--- config.mk ---
export PLATFORM = sky130hd
export DESIGN_NAME = length_framed_packet_receiver_top
export DESIGN_NICKNAME = d
export VERILOG_FILES = /design/src/design/lfpr_pkg.sv /design/src/design/length_framed_packet_receiver_top.sv /design/src/design/lfpr_store.sv /design/src/design/lfpr_cmdq.sv /design/src/design/lfpr_front.sv /design/src/design/lfpr_back.sv
export SDC_FILE = /design/constraint.sdc
export NUM_CORES = 1
export LEC_CHECK = 0
export BUFFER_PORTS_ARGS = -buffer_cell sky130_fd_sc_hd__buf_2
export CORE_UTILIZATION = 55
export CTS_CLUSTER_DIAMETER = 200
export DETAILED_ROUTE_END_ITERATION = 12
export GPL_TIMING_DRIVEN = 0
export HOLD_SLACK_MARGIN = 0.08
export PLACE_DENSITY = 0.81
export SLEW_MARGIN = 20
export SYNTH_ARGS = -nofsm -noshare
export SYNTH_HDL_FRONTEND = slang
export SYNTH_SLANG_ARGS = --single-unit
--- constraint.sdc ---
create_clock -name clk -period 2.8 [get_ports clk]
set_clock_uncertainty 0.05 [all_clocks]
set_input_delay 0.56 -clock clk [delete_from_list [all_inputs] [get_ports clk]]
set_output_delay 0.56 -clock clk [all_outputs]
set_load 0.005 [all_outputs]
--- src/design/lfpr_pkg.sv ---
// Shared types and constants for the length-framed packet receiver.
// No dependencies.
`timescale 1ns / 1ps

package lfpr_pkg;

	localparam int BYTE_W     = 8;
	localparam int POS_W      = 5;
	localparam int LEN_W      = 6;
	localparam int CFG_IDX_W  = 2;
	localparam int RESULT_CAP = 32;

	// configuration register indexes
	localparam logic [CFG_IDX_W-1:0] CFG_START_MARKER = 2'd0;
	localparam logic [CFG_IDX_W-1:0] CFG_MAX_LENGTH   = 2'd1;

	localparam logic [BYTE_W-1:0] RESET_START_MARKER = 8'hAA;
	localparam logic [LEN_W-1:0]  RESET_MAX_LENGTH   = 6'd32;

	typedef enum logic [3:0] {
		PH_HUNT = 4'b0001,
		PH_LEN  = 4'b0010,
		PH_DATA = 4'b0100,
		PH_SUM  = 4'b1000
	} phase_t;

	// one finished frame handed from the parser to the emitter
	typedef struct packed {
		logic             bank;
		logic [LEN_W-1:0] len;
		logic             ok;
	} cmd_t;

	// emitter has read the last byte of a bank
	typedef struct packed {
		logic en;
		logic bank;
	} rel_t;

endpackage

--- src/design/length_framed_packet_receiver_top.sv ---
// Top level of the length-framed packet receiver.
// Depends on lfpr_pkg, lfpr_front, lfpr_cmdq, lfpr_store, lfpr_back.
`timescale 1ns / 1ps

// Receives one raw byte per push beat and parses frames of the form
// marker, length, payload, checksum (8-bit wrapping sum of the length and
// payload bytes). A good frame comes out as one result beat per payload
// byte with last set on the final one; a bad checksum gives a single
// result beat with sum_ok low, payload_byte and byte_position zero and
// last high. Rate: results leave at one beat per cycle while pop keeps up;
// a byte is taken on any push while full is low. The payload buffer has two
// banks, so a new frame can fill while the previous one drains; full rises
// only when the parser reaches a payload byte while both banks still hold
// frames waiting to be drained, or reaches a checksum byte while the two-entry
// frame descriptor queue is full. On an idle output side the first result of
// a frame goes from its checksum beat through the descriptor queue, one
// buffer read stage and the output register. No clearing pass after reset.
// Length bytes above min(max_length, MAX_PAYLOAD, 32) or equal to zero drop
// the frame and resume the marker hunt; configuration writes
// (cfg_index 0 = start_marker, 1 = max_length) are always accepted.

module length_framed_packet_receiver_top #(
	parameter int MAX_PAYLOAD = 32
) (
	input  logic                          clk,
	input  logic                          arst_n,
	input  logic                          cfg_valid,
	output logic                          cfg_ready,
	input  logic [lfpr_pkg::CFG_IDX_W-1:0] cfg_index,
	input  logic [lfpr_pkg::BYTE_W-1:0]    cfg_data,
	input  logic                          push,
	output logic                          full,
	input  logic [lfpr_pkg::BYTE_W-1:0]    rx_byte,
	input  logic                          pop,
	output logic                          empty,
	output logic [lfpr_pkg::BYTE_W-1:0]    payload_byte,
	output logic [lfpr_pkg::POS_W-1:0]     byte_position,
	output logic [lfpr_pkg::LEN_W-1:0]     frame_length,
	output logic                          sum_ok,
	output logic                          last
);

	// bytes actually stored per bank
	localparam int DEPTH = (MAX_PAYLOAD < lfpr_pkg::RESULT_CAP) ? MAX_PAYLOAD
	                                                            : lfpr_pkg::RESULT_CAP;
	localparam int IDX_W = (DEPTH > 1) ? $clog2(DEPTH) : 1;

	logic                        wr_en;
	logic [IDX_W:0]              wr_addr;
	logic [lfpr_pkg::BYTE_W-1:0] wr_data;
	logic                        rd_en;
	logic [IDX_W:0]              rd_addr;
	logic [lfpr_pkg::BYTE_W-1:0] rd_data;
	logic                        cmd_push;
	logic                        cmd_pop;
	logic                        cmd_full;
	logic                        cmd_empty;
	lfpr_pkg::cmd_t              cmd_din;
	lfpr_pkg::cmd_t              cmd_dout;
	lfpr_pkg::rel_t              rel;

	// registers are plain flops, a write always lands
	assign cfg_ready = 1'b1;

	lfpr_front #(
		.DEPTH (DEPTH),
		.IDX_W (IDX_W)
	) u_front (
		.clk       (clk),
		.arst_n    (arst_n),
		.cfg_valid (cfg_valid),
		.cfg_index (cfg_index),
		.cfg_data  (cfg_data),
		.push      (push),
		.rx_byte   (rx_byte),
		.full      (full),
		.wr_en     (wr_en),
		.wr_addr   (wr_addr),
		.wr_data   (wr_data),
		.cmd_push  (cmd_push),
		.cmd_din   (cmd_din),
		.cmd_full  (cmd_full),
		.rel       (rel)
	);

	lfpr_cmdq u_cmdq (
		.clk    (clk),
		.arst_n (arst_n),
		.push   (cmd_push),
		.din    (cmd_din),
		.full   (cmd_full),
		.pop    (cmd_pop),
		.dout   (cmd_dout),
		.empty  (cmd_empty)
	);

	lfpr_store #(
		.IDX_W (IDX_W)
	) u_store (
		.clk     (clk),
		.wr_en   (wr_en),
		.wr_addr (wr_addr),
		.wr_data (wr_data),
		.rd_en   (rd_en),
		.rd_addr (rd_addr),
		.rd_data (rd_data)
	);

	lfpr_back #(
		.IDX_W (IDX_W)
	) u_back (
		.clk           (clk),
		.arst_n        (arst_n),
		.cmd           (cmd_dout),
		.cmd_empty     (cmd_empty),
		.cmd_pop       (cmd_pop),
		.rd_en         (rd_en),
		.rd_addr       (rd_addr),
		.rd_data       (rd_data),
		.rel           (rel),
		.pop           (pop),
		.empty         (empty),
		.payload_byte  (payload_byte),
		.byte_position (byte_position),
		.frame_length  (frame_length),
		.sum_ok        (sum_ok),
		.last          (last)
	);

endmodule

--- src/design/lfpr_store.sv ---
// Two-bank payload buffer: one write port (parser), one registered read port (emitter).
// Depends on lfpr_pkg.
`timescale 1ns / 1ps

module lfpr_store #(
	parameter int IDX_W = 5
) (
	input  logic                       clk,
	input  logic                       wr_en,
	input  logic [IDX_W:0]             wr_addr,
	input  logic [lfpr_pkg::BYTE_W-1:0] wr_data,
	input  logic                       rd_en,
	input  logic [IDX_W:0]             rd_addr,
	output logic [lfpr_pkg::BYTE_W-1:0] rd_data
);

	logic [lfpr_pkg::BYTE_W-1:0] mem_q [0:(2**(IDX_W+1))-1];
	logic [lfpr_pkg::BYTE_W-1:0] rd_data_q;

	always_ff @(posedge clk) begin
		if (wr_en) begin
			mem_q[wr_addr] <= wr_data;
		end
	end

	always_ff @(posedge clk) begin
		if (rd_en) begin
			rd_data_q <= mem_q[rd_addr];
		end
	end

	assign rd_data = rd_data_q;

endmodule

--- src/design/lfpr_cmdq.sv ---
// Two-entry queue of finished-frame descriptors between parser and emitter.
// Depends on lfpr_pkg.
`timescale 1ns / 1ps

module lfpr_cmdq (
	input  logic           clk,
	input  logic           arst_n,
	input  logic           push,
	input  lfpr_pkg::cmd_t din,
	output logic           full,
	input  logic           pop,
	output lfpr_pkg::cmd_t dout,
	output logic           empty
);

	lfpr_pkg::cmd_t slot_q [0:1];
	logic           wr_ptr_q;
	logic           rd_ptr_q;
	logic [1:0]     cnt_q;

	assign full  = (cnt_q == 2'd2);
	assign empty = (cnt_q == 2'd0);
	assign dout  = slot_q[rd_ptr_q];

	always_ff @(posedge clk) begin
		if (push) begin
			slot_q[wr_ptr_q] <= din;
		end
	end

	always_ff @(posedge clk or negedge arst_n) begin
		if (!arst_n) begin
			wr_ptr_q <= 1'b0;
			rd_ptr_q <= 1'b0;
			cnt_q    <= 2'd0;
		end else begin
			if (push) begin
				wr_ptr_q <= ~wr_ptr_q;
			end
			if (pop) begin
				rd_ptr_q <= ~rd_ptr_q;
			end
			case ({push, pop})
				2'b10:   cnt_q <= cnt_q + 2'd1;
				2'b01:   cnt_q <= cnt_q - 2'd1;
				default: cnt_q <= cnt_q;
			endcase
		end
	end

`ifndef ASSERT_OFF
	a_no_overflow: assert property (@(posedge clk) disable iff (!arst_n)
		push |-> (!full || pop))
		else $error("cmdq push while full");
	a_no_underflow: assert property (@(posedge clk) disable iff (!arst_n)
		pop |-> !empty)
		else $error("cmdq pop while empty");
	a_cnt_range: assert property (@(posedge clk) disable iff (!arst_n)
		cnt_q != 2'd3)
		else $error("cmdq count out of range");
`endif

endmodule

--- src/design/lfpr_front.sv ---
// Parser: config registers, marker hunt, length check, payload fill, checksum.
// Depends on lfpr_pkg; writes lfpr_store and pushes lfpr_cmdq.
`timescale 1ns / 1ps

module lfpr_front #(
	parameter int DEPTH = 32,
	parameter int IDX_W = 5
) (
	input  logic                          clk,
	input  logic                          arst_n,
	input  logic                          cfg_valid,
	input  logic [lfpr_pkg::CFG_IDX_W-1:0] cfg_index,
	input  logic [lfpr_pkg::BYTE_W-1:0]    cfg_data,
	input  logic                          push,
	input  logic [lfpr_pkg::BYTE_W-1:0]    rx_byte,
	output logic                          full,
	output logic                          wr_en,
	output logic [IDX_W:0]                wr_addr,
	output logic [lfpr_pkg::BYTE_W-1:0]    wr_data,
	output logic                          cmd_push,
	output lfpr_pkg::cmd_t                cmd_din,
	input  logic                          cmd_full,
	input  lfpr_pkg::rel_t                rel
);

	localparam logic [lfpr_pkg::LEN_W-1:0] DEPTH_L = lfpr_pkg::LEN_W'(DEPTH);

	logic [lfpr_pkg::BYTE_W-1:0] marker_q;
	logic [lfpr_pkg::LEN_W-1:0]  max_len_q;
	lfpr_pkg::phase_t            phase_q;
	logic [lfpr_pkg::LEN_W-1:0]  exp_len_q;
	logic [lfpr_pkg::LEN_W-1:0]  fill_q;
	logic [lfpr_pkg::BYTE_W-1:0] sum_q;
	logic                        wb_q;
	logic [1:0]                  busy_q;

	logic                        accept;
	logic [lfpr_pkg::LEN_W-1:0]  limit;
	logic                        len_ok;
	logic                        sum_match;
	logic [lfpr_pkg::LEN_W-1:0]  fill_nxt;
	logic [1:0]                  busy_nxt;

	assign full = ((phase_q == lfpr_pkg::PH_DATA) && busy_q[wb_q]) ||
	              ((phase_q == lfpr_pkg::PH_SUM) && cmd_full);
	assign accept = push && !full;

	assign limit     = (max_len_q < DEPTH_L) ? max_len_q : DEPTH_L;
	assign len_ok    = (rx_byte != '0) && (rx_byte <= {2'b00, limit});
	assign sum_match = (rx_byte == sum_q);
	assign fill_nxt  = fill_q + 6'd1;

	assign wr_en   = accept && (phase_q == lfpr_pkg::PH_DATA);
	assign wr_addr = {wb_q, fill_q[IDX_W-1:0]};
	assign wr_data = rx_byte;

	assign cmd_push     = accept && (phase_q == lfpr_pkg::PH_SUM);
	assign cmd_din.bank = wb_q;
	assign cmd_din.len  = exp_len_q;
	assign cmd_din.ok   = sum_match;

	// release from the emitter and claim by a good checksum never hit the same bank
	always_comb begin
		busy_nxt = busy_q;
		if (rel.en) begin
			busy_nxt[rel.bank] = 1'b0;
		end
		if (cmd_push && sum_match) begin
			busy_nxt[wb_q] = 1'b1;
		end
	end

	always_ff @(posedge clk or negedge arst_n) begin
		if (!arst_n) begin
			marker_q  <= lfpr_pkg::RESET_START_MARKER;
			max_len_q <= lfpr_pkg::RESET_MAX_LENGTH;
		end else if (cfg_valid) begin
			unique case (cfg_index)
				lfpr_pkg::CFG_START_MARKER: marker_q  <= cfg_data;
				lfpr_pkg::CFG_MAX_LENGTH:   max_len_q <= cfg_data[lfpr_pkg::LEN_W-1:0];
				default: ;
			endcase
		end
	end

	always_ff @(posedge clk or negedge arst_n) begin
		if (!arst_n) begin
			phase_q   <= lfpr_pkg::PH_HUNT;
			exp_len_q <= '0;
			fill_q    <= '0;
			sum_q     <= '0;
			wb_q      <= 1'b0;
			busy_q    <= 2'b00;
		end else begin
			busy_q <= busy_nxt;
			if (accept) begin
				unique case (phase_q)
					lfpr_pkg::PH_HUNT: begin
						if (rx_byte == marker_q) begin
							sum_q   <= '0;
							phase_q <= lfpr_pkg::PH_LEN;
						end
					end
					lfpr_pkg::PH_LEN: begin
						if (len_ok) begin
							exp_len_q <= rx_byte[lfpr_pkg::LEN_W-1:0];
							fill_q    <= '0;
							sum_q     <= sum_q + rx_byte;
							phase_q   <= lfpr_pkg::PH_DATA;
						end else begin
							phase_q <= lfpr_pkg::PH_HUNT;
						end
					end
					lfpr_pkg::PH_DATA: begin
						sum_q  <= sum_q + rx_byte;
						fill_q <= fill_nxt;
						if (fill_nxt >= exp_len_q) begin
							phase_q <= lfpr_pkg::PH_SUM;
						end
					end
					lfpr_pkg::PH_SUM: begin
						if (sum_match) begin
							wb_q <= ~wb_q;
						end
						phase_q <= lfpr_pkg::PH_HUNT;
					end
					default: phase_q <= lfpr_pkg::PH_HUNT;
				endcase
			end
		end
	end

`ifndef ASSERT_OFF
	a_fill_free_bank: assert property (@(posedge clk) disable iff (!arst_n)
		wr_en |-> !busy_q[wb_q])
		else $error("payload write into a bank still being emitted");
	a_fill_in_range: assert property (@(posedge clk) disable iff (!arst_n)
		wr_en |-> (fill_q < exp_len_q))
		else $error("payload fill beyond frame length");
	a_release_held: assert property (@(posedge clk) disable iff (!arst_n)
		rel.en |-> busy_q[rel.bank])
		else $error("release of a bank that is not held");
`endif

endmodule

--- src/design/lfpr_back.sv ---
// Emitter: walks queued frame descriptors, reads payload, holds the result register.
// Depends on lfpr_pkg; reads lfpr_store and pops lfpr_cmdq.
`timescale 1ns / 1ps

module lfpr_back #(
	parameter int IDX_W = 5
) (
	input  logic                         clk,
	input  logic                         arst_n,
	input  lfpr_pkg::cmd_t               cmd,
	input  logic                         cmd_empty,
	output logic                         cmd_pop,
	output logic                         rd_en,
	output logic [IDX_W:0]               rd_addr,
	input  logic [lfpr_pkg::BYTE_W-1:0]   rd_data,
	output lfpr_pkg::rel_t               rel,
	input  logic                         pop,
	output logic                         empty,
	output logic [lfpr_pkg::BYTE_W-1:0]   payload_byte,
	output logic [lfpr_pkg::POS_W-1:0]    byte_position,
	output logic [lfpr_pkg::LEN_W-1:0]    frame_length,
	output logic                         sum_ok,
	output logic                         last
);

	logic [lfpr_pkg::POS_W-1:0]  idx_q;

	logic                        valid_s1;
	logic [lfpr_pkg::POS_W-1:0]  pos_s1;
	logic [lfpr_pkg::LEN_W-1:0]  len_s1;
	logic                        ok_s1;
	logic                        last_s1;

	logic                        out_valid_q;
	logic [lfpr_pkg::BYTE_W-1:0] out_byte_q;
	logic [lfpr_pkg::POS_W-1:0]  out_pos_q;
	logic [lfpr_pkg::LEN_W-1:0]  out_len_q;
	logic                        out_ok_q;
	logic                        out_last_q;

	logic                        stall;
	logic                        adv_s1;
	logic                        issue;
	logic                        issue_last;

	assign stall      = out_valid_q && !pop;
	assign adv_s1     = !valid_s1 || !stall;
	assign issue      = adv_s1 && !cmd_empty;
	assign issue_last = !cmd.ok || (({1'b0, idx_q} + 6'd1) == cmd.len);

	assign cmd_pop  = issue && issue_last;
	assign rd_en    = issue && cmd.ok;
	assign rd_addr  = {cmd.bank, idx_q[IDX_W-1:0]};
	assign rel.en   = issue && cmd.ok && issue_last;
	assign rel.bank = cmd.bank;

	always_ff @(posedge clk or negedge arst_n) begin
		if (!arst_n) begin
			idx_q       <= '0;
			valid_s1    <= 1'b0;
			out_valid_q <= 1'b0;
		end else begin
			if (issue) begin
				idx_q <= issue_last ? '0 : idx_q + 5'd1;
			end
			if (adv_s1) begin
				valid_s1 <= issue;
			end
			if (!stall) begin
				out_valid_q <= valid_s1;
			end
		end
	end

	always_ff @(posedge clk) begin
		if (issue) begin
			pos_s1  <= cmd.ok ? idx_q : '0;
			len_s1  <= cmd.len;
			ok_s1   <= cmd.ok;
			last_s1 <= issue_last;
		end
		if (!stall && valid_s1) begin
			out_byte_q <= ok_s1 ? rd_data : '0;
			out_pos_q  <= pos_s1;
			out_len_q  <= len_s1;
			out_ok_q   <= ok_s1;
			out_last_q <= last_s1;
		end
	end

	assign empty         = !out_valid_q;
	assign payload_byte  = out_byte_q;
	assign byte_position = out_pos_q;
	assign frame_length  = out_len_q;
	assign sum_ok        = out_ok_q;
	assign last          = out_last_q;

`ifndef ASSERT_OFF
	a_pop_nonempty: assert property (@(posedge clk) disable iff (!arst_n)
		cmd_pop |-> !cmd_empty)
		else $error("descriptor popped from empty queue");
	a_release_on_read: assert property (@(posedge clk) disable iff (!arst_n)
		rel.en |-> (rd_en && cmd_pop))
		else $error("bank released without reading its last byte");
	a_s1_holds: assert property (@(posedge clk) disable iff (!arst_n)
		(valid_s1 && stall) |=> valid_s1)
		else $error("read stage dropped a beat under stall");
	a_idx_in_frame: assert property (@(posedge clk) disable iff (!arst_n)
		(!cmd_empty && cmd.ok) |-> ({1'b0, idx_q} < cmd.len))
		else $error("emit index past frame length");
`endif

endmodule
# After elaboration in Yosys (flattened, before gate mapping)
# Memory sizes are Yosys's and may differ from the RTL's. A register that Yosys moved wholly into a read port is not among the register bits.
# Index checks and enable logic that the tools add are counted.
# op_classes
n_bitwise	6
eq_ne	14
n_reduce_logical	38
addsub	6
n_lt_le_gt_ge	7
muxes	24
# op_table
cell	n
$pmux 8 s3	1
$eq 8x8->1	2
$mux 8	2
$logic_and 1x1->1	15
$mux 6	2
$pmux 4 s3	1
$pmux 6 s2	1
$reduce_and 3->1	4
$add 8x8->8	1
$le 8x6->1	1
$mux 1	8
$mux 4	2
$reduce_bool 8->1	1
$logic_not 1->1	7
$add 5x1->6 const B	1
$add 6x1->6 const B	1
$eq 6x6->1	1
$ge 6x6->1	1
$lt 6x6->1 const B	1
$add 5x1->5 const B	1
$mux 5	1
$eq 2x1->1 const B	2
$eq 2x2->1 const B	2
$eq 4x1->1 const B	1
other kinds (23)	35
# word_totals
out_inout_bits	24
n_memories	2
mem_bits_rw	528
register_bits	86
input_bits	23
# memory_table
name	words	width	read_ports	rd_clocked_by_memory_dff	write_ports	line	text
u_store.mem_q	64	8	1	1	1	lfpr_store.sv:17	logic [lfpr_pkg::BYTE_W-1:0] mem_q [0:(2**(IDX_W+1))-1];
u_cmdq.slot_q	2	8	1	0	1	lfpr_cmdq.sv:16	lfpr_pkg::cmd_t slot_q [0:1];

# Longest topological paths before layout
# logic_depth
word_depth	10
ltp_mapped	11

# Modules after synthesis
# A second synthesis with hierarchy kept.
# unflattened
cells_unflattened	1348
hier_area_um2	25365.6
# by_module_without_submodules
module	area_per_inst_um2	instances	cells_each
lfpr_store	20246.9	1	940
lfpr_front	2687.6	1	261
lfpr_back	1657.8	1	104
lfpr_cmdq	762.0	1	41
length_framed_packet_receiver_top	11.3	1	2

# Worst setup path after synthesis
# Ideal clock, no wire load.
# synth_path
kind	flip-flop to flip-flop
start	reg u_front.max_len_q[5] (netlist name)
end	reg u_front.fill_q[0] (netlist name)
arrival_ns	2.176
stages_incl_launch_ff	9
slack_ns	0.449
path_buffers	0
cell_sequence	dfstp_2 inv_1 ha_1 a2111oi_0 a41oi_1 nand3b_1 o21ai_2 nand3b_1 mux2_2
# synth_via
elab_chain_cells	6
# synth_rtl
element	line	text
from (decl)	lfpr_front.sv:29	logic [lfpr_pkg::LEN_W-1:0] max_len_q;
from (signal assigned)	lfpr_front.sv:76	max_len_q <= lfpr_pkg::RESET_MAX_LENGTH;
from (signal assigned)	lfpr_front.sv:80	lfpr_pkg::CFG_MAX_LENGTH: max_len_q <= cfg_data[lfpr_pkg::LEN_W-1:0];
$lt 6x6->1	lfpr_front.sv:48	assign limit = (max_len_q < DEPTH_L) ? max_len_q : DEPTH_L;
$mux 6 (*)	lfpr_front.sv:48	
$le 8x6->1 (*)	lfpr_front.sv:49	assign len_ok = (rx_byte != '0) && (rx_byte <= {2'b00, limit});
$logic_and 1x1->1 (*)	lfpr_front.sv:49	
$ne 2x1->1 (no line) (*)	-	
$reduce_and 3->1 (no line) (*)	-	
to (signal assigned)	lfpr_front.sv:116	fill_q <= fill_nxt;
to (decl)	lfpr_front.sv:32	logic [lfpr_pkg::LEN_W-1:0] fill_q;
# Mark *: on every way between the ends. The rest lies on a longest branch, timed or not.
# A chain may end at the register's enable or synchronous reset.

# Worst setup path in the final report
# layout_path
start	reg u_front.fill_q[3] (netlist name)
end	mem u_store.mem_q[12][6] (netlist name) (enable)
# layout_lines
element	line
to (decl)	lfpr_store.sv:17
# Straight into the memory's write port.

==> key figures <==
Run status
  • Outcome: finished with violations
  • Failing checks: setup timing

Clock network
  • Clk Latency, worst-skew pair: 0.61 ns
  • Clock sink count: between 600 and 700
  • Max H-tree Level: 2
  • Clock Path Buffers: 3
  • Clock root buffer: clkbuf_16
  • Clk slew on worst S/H paths: 0.07 ns
  • Num CTS Buffers: 57
  • TritonCTS clock tree: yes

Floorplanning
  • Die Ht: 215 um
  • Row count: 77
  • Core Box Area: 44400 um^2
  • # IOs: 47
  • Starting Density: 0.560
  • Die W: 215 um
  • Die Area: 46100 um^2

Finish
  • Nets: 1422
  • Antenna Cells: 0
  • Filler cell count: between 2000 and 3000
  • Most frequent cells in the layout: edfxtp_1 (570), mux4_2 (138), clkbuf_16 (58)
  • Fraction of layout cells with a size suffix above 1: 0.313
  • Finished Cell Area: 28500 um^2
  • Storage element area: 18400 um^2
  • Commonest non-fill, non-tap cell in the layout: edfxtp_1
  • Multi-input logic area: between 6000 and 7000 um^2
  • Non-Filler Instances: about 2000
  • P&R area growth vs syn: 14.6%

Global routing
  • Gr usage total: 0.256
  • Grt peak-use layer: met2
  • Initial antenna violation count: 0
  • Largest net degree at the start of global routing: 71
  • GR Util met3: 0.0669
  • Global Route met1 Usage: 0.345
  • Number of global-route vias before repair: 13000
  • Global-route wire length before repair: between 80 and 90 mm
  • Met2 usage: 0.409
  • Grt total ovfl: 0

Setup path
  • R2R Setup Slk: -0.06 ns
  • Crit path max fanout: 9
  • Setup crit end kind: flip-flop
  • Crit path DAT: between 3 and 4 ns
  • Startpoint Class: flip-flop
  • Worst r2r path cells: 5
  • WP data required: approximately 3 ns
  • Critical path type: flip-flop to flip-flop

Timing
  • Fmax: 350 MHz
  • # setup viols final: 18
  • Hold Slack: 0.143 ns
  • Headroom to the max-slew limit: 0.214
  • RSZ-0062 raised after global routing: true
  • Final Hold Vio Count: 0
  • Setup ws final: -0.0590 ns
  • Final Max Tran Viols: 0
  • Least-Margin Pin Slew: 1.15 ns
  • Final period utilization: 1.02
  • Fin crit period: 2.86 ns

Synthesis
  • Ys async rst share: 0.0836
  • Synth top area share: 0.688
  • Mapped Area: 24900 um^2
  • Post-synth top flop: edfxtp_1
  • Yosys reg bits: just over 600
  • Yosys cell types: 66
  • Main area contributors after synthesis: edfxtp_1 (69%), mux4_2 (12%), dfrtp_1 (4.6%), nor2_1 (1.4%), mux2_2 (1.3%)
  • Sequential fraction of the synthesis area: 0.740
  • Gate Count Post-Synth: 1258
  • Synth Net Count: 1304
  • Mean post-synth cell area: 19.8 um^2
  • Post-synth EDFFs: 570
  • Ys Warns: 0
  • Synth area leader: edfxtp_1

Route
  • DR WL/cell: 29.0 um
  • DR pass1 iterations: 5
  • Antenna viol nets, final: 0
  • Initial drt markers: 1490
  • Via density: 6.48
  • Final wirelength: 58.4 mm
  • Vias: 13000
  • Number of remaining DRC errors: 0

Placement
  • Dpl hpwl: 33.9 mm
  • GPL Wtd Cong: 0.859
  • Placed insts: 1895
  • Post-DP Area: between 20000 and 30000 um^2
  • Number of buffers inserted by port buffering: 45
  • Pre-CTS WS: -0.831 ns

Flow run
  • Max Cap Viol: 0

Worst hold path
  • Hold Path Cell Cnt: 2
  • Min-delay worst type: primary input to flip-flop

Pwr
  • Pwr dens: 845 nW/um^2
  • VDD IR max: 0.000537 V
  • P_leak: 9.15 nW
[synth_stat cells (4+ instances only)]
cell,instances
nand3b_1,11
a22oi_1,5
clkbuf_1,20
nor3_1,6
edfxtp_1,570
nor2b_1,9
buf_4,8
a21o_1,4
xor2_1,22
dfstp_2,6
buf_1,6
xnor2_1,11
buf_2,15
o22ai_1,6
mux2i_1,17
a21oi_1,24
nand2_1,36
o21ai_0,18
dfrtp_1,46
ha_1,22
mux2_2,29
mux4_1,6
nand3_1,16
inv_1,16
o21ai_1,6
and2_1,14
nand2b_1,4
o221ai_1,10
buf_6,7
mux4_2,138
nor2_1,94
nor4_1,5
[registers in the layout, summed over array words and instances, names as in the netlist, 2 cells and up]
name	count
u_cmdq.cnt_q	2
u_back.frame_length	6
u_front.marker_q	8
u_back.len_s1	6
u_front.busy_q	2
u_store.rd_data	8
u_back.idx_q	5
u_cmdq.slot_q	16
u_back.payload_byte	8
u_front.max_len_q	6
u_front.fill_q	6
u_front.sum_q	8
u_back.byte_position	5
u_store.mem_q	512
u_front.exp_len_q	6
u_front.phase_q	4
u_back.pos_s1	5
[worst max-delay path, stage by stage, from the launching register on]
cell	delay, ns
dfrtp_1	0.34
clkbuf_1	0.43
inv_1	0.31
or3_1	0.44
clkbuf_1	0.40
nor2_2	0.53
[what timing repair did]
| action | CTS | global route |
|---|---|---|
| setup buffers | 7 | 8 |
| hold buffers | 1 | 0 |
| gates resized for setup | 95 | 81 |
| endpoints found under the hold margin | 46 | 0 |
| endpoints found under the setup margin | 520 | 504 |
| pin swaps | 2 | 8 |
[routing by layer]
| layer | up-vias | wire [um] |
|---|---|---|
| li1 | 5345 | - |
| met1 | 6696 | 21500 |
| met2 | 856 | 28800 |
| met3 | 145 | 6100 |
| met4 | 0 | 1950 |
| met5 | - | 0 |
[where the power goes]
part	total, mW	leakage, nW	internal (mW)	switching [mW]
Clock	7.72	0.913	4.38	3.34
Combinational	5.36	2.44	2.34	3.02
Sequential	11.0	5.80	10.8	0.267
[worst paths after layout]
path | from | end
setup / recovery | u_front.fill_q[3]$_DFFE_PN0P_ | u_store.mem_q[12][6]$_DFFE_PP_
hold / removal | cfg_data[6] | u_front.marker_q[6]$_DFFE_PN0P_
setup reg to reg | u_front.fill_q[3]$_DFFE_PN0P_ | u_store.mem_q[12][6]$_DFFE_PP_
hold reg to reg | u_back.len_s1[4]$_DFFE_PP_ | u_back.frame_length[4]$_DFFE_PP_
max in group asynchronous | arst_n | u_front.fill_q[4]$_DFFE_PN0P_
min in group asynchronous | arst_n | u_front.sum_q[7]$_DFFE_PN0P_
[per-stage QoR]
stage	total power, mW	util	setup TNS, ns
6_report	24.1	0.642	-0.813
5_1_grt	24.9	0.642	-1.97
4_1_cts	24.0	0.632	-14.11
3_5_place_dp	16.3	0.583	-245.18
3_3_place_gp	16.1	0.582	-232.48
2_1_floorplan	14.6	-	0
[cell families (layout without fill, tap and decap cells)]
group	count (synthesis)	in the layout	synth area share
other	1	1	0.000151
buffers and inverters	72	235	0.0149
AO/OA/AOI/OAI	99	99	0.0262
XOR/XNOR	33	33	0.0116
adder cells (fa/ha/maj)	23	23	0.0119
flip-flops	622	622	0.740
multiplexers	191	191	0.152
AND/OR/NAND/NOR	217	217	0.0431
[layout make-up]
cell class | instances | share of cell area
clock buffers | 73 | 0.0532
repair buffers | 61 | 0.0157
flip-flops and latches | 622 | 0.646
multi-input cells | 564 | 0.233
clock inverters | 31 | 0.0111
inverters | 16 | 0.00211
well taps | 592 | 0.0260
plain buffers | 54 | 0.0130
(Power assumes the default switching activity.)
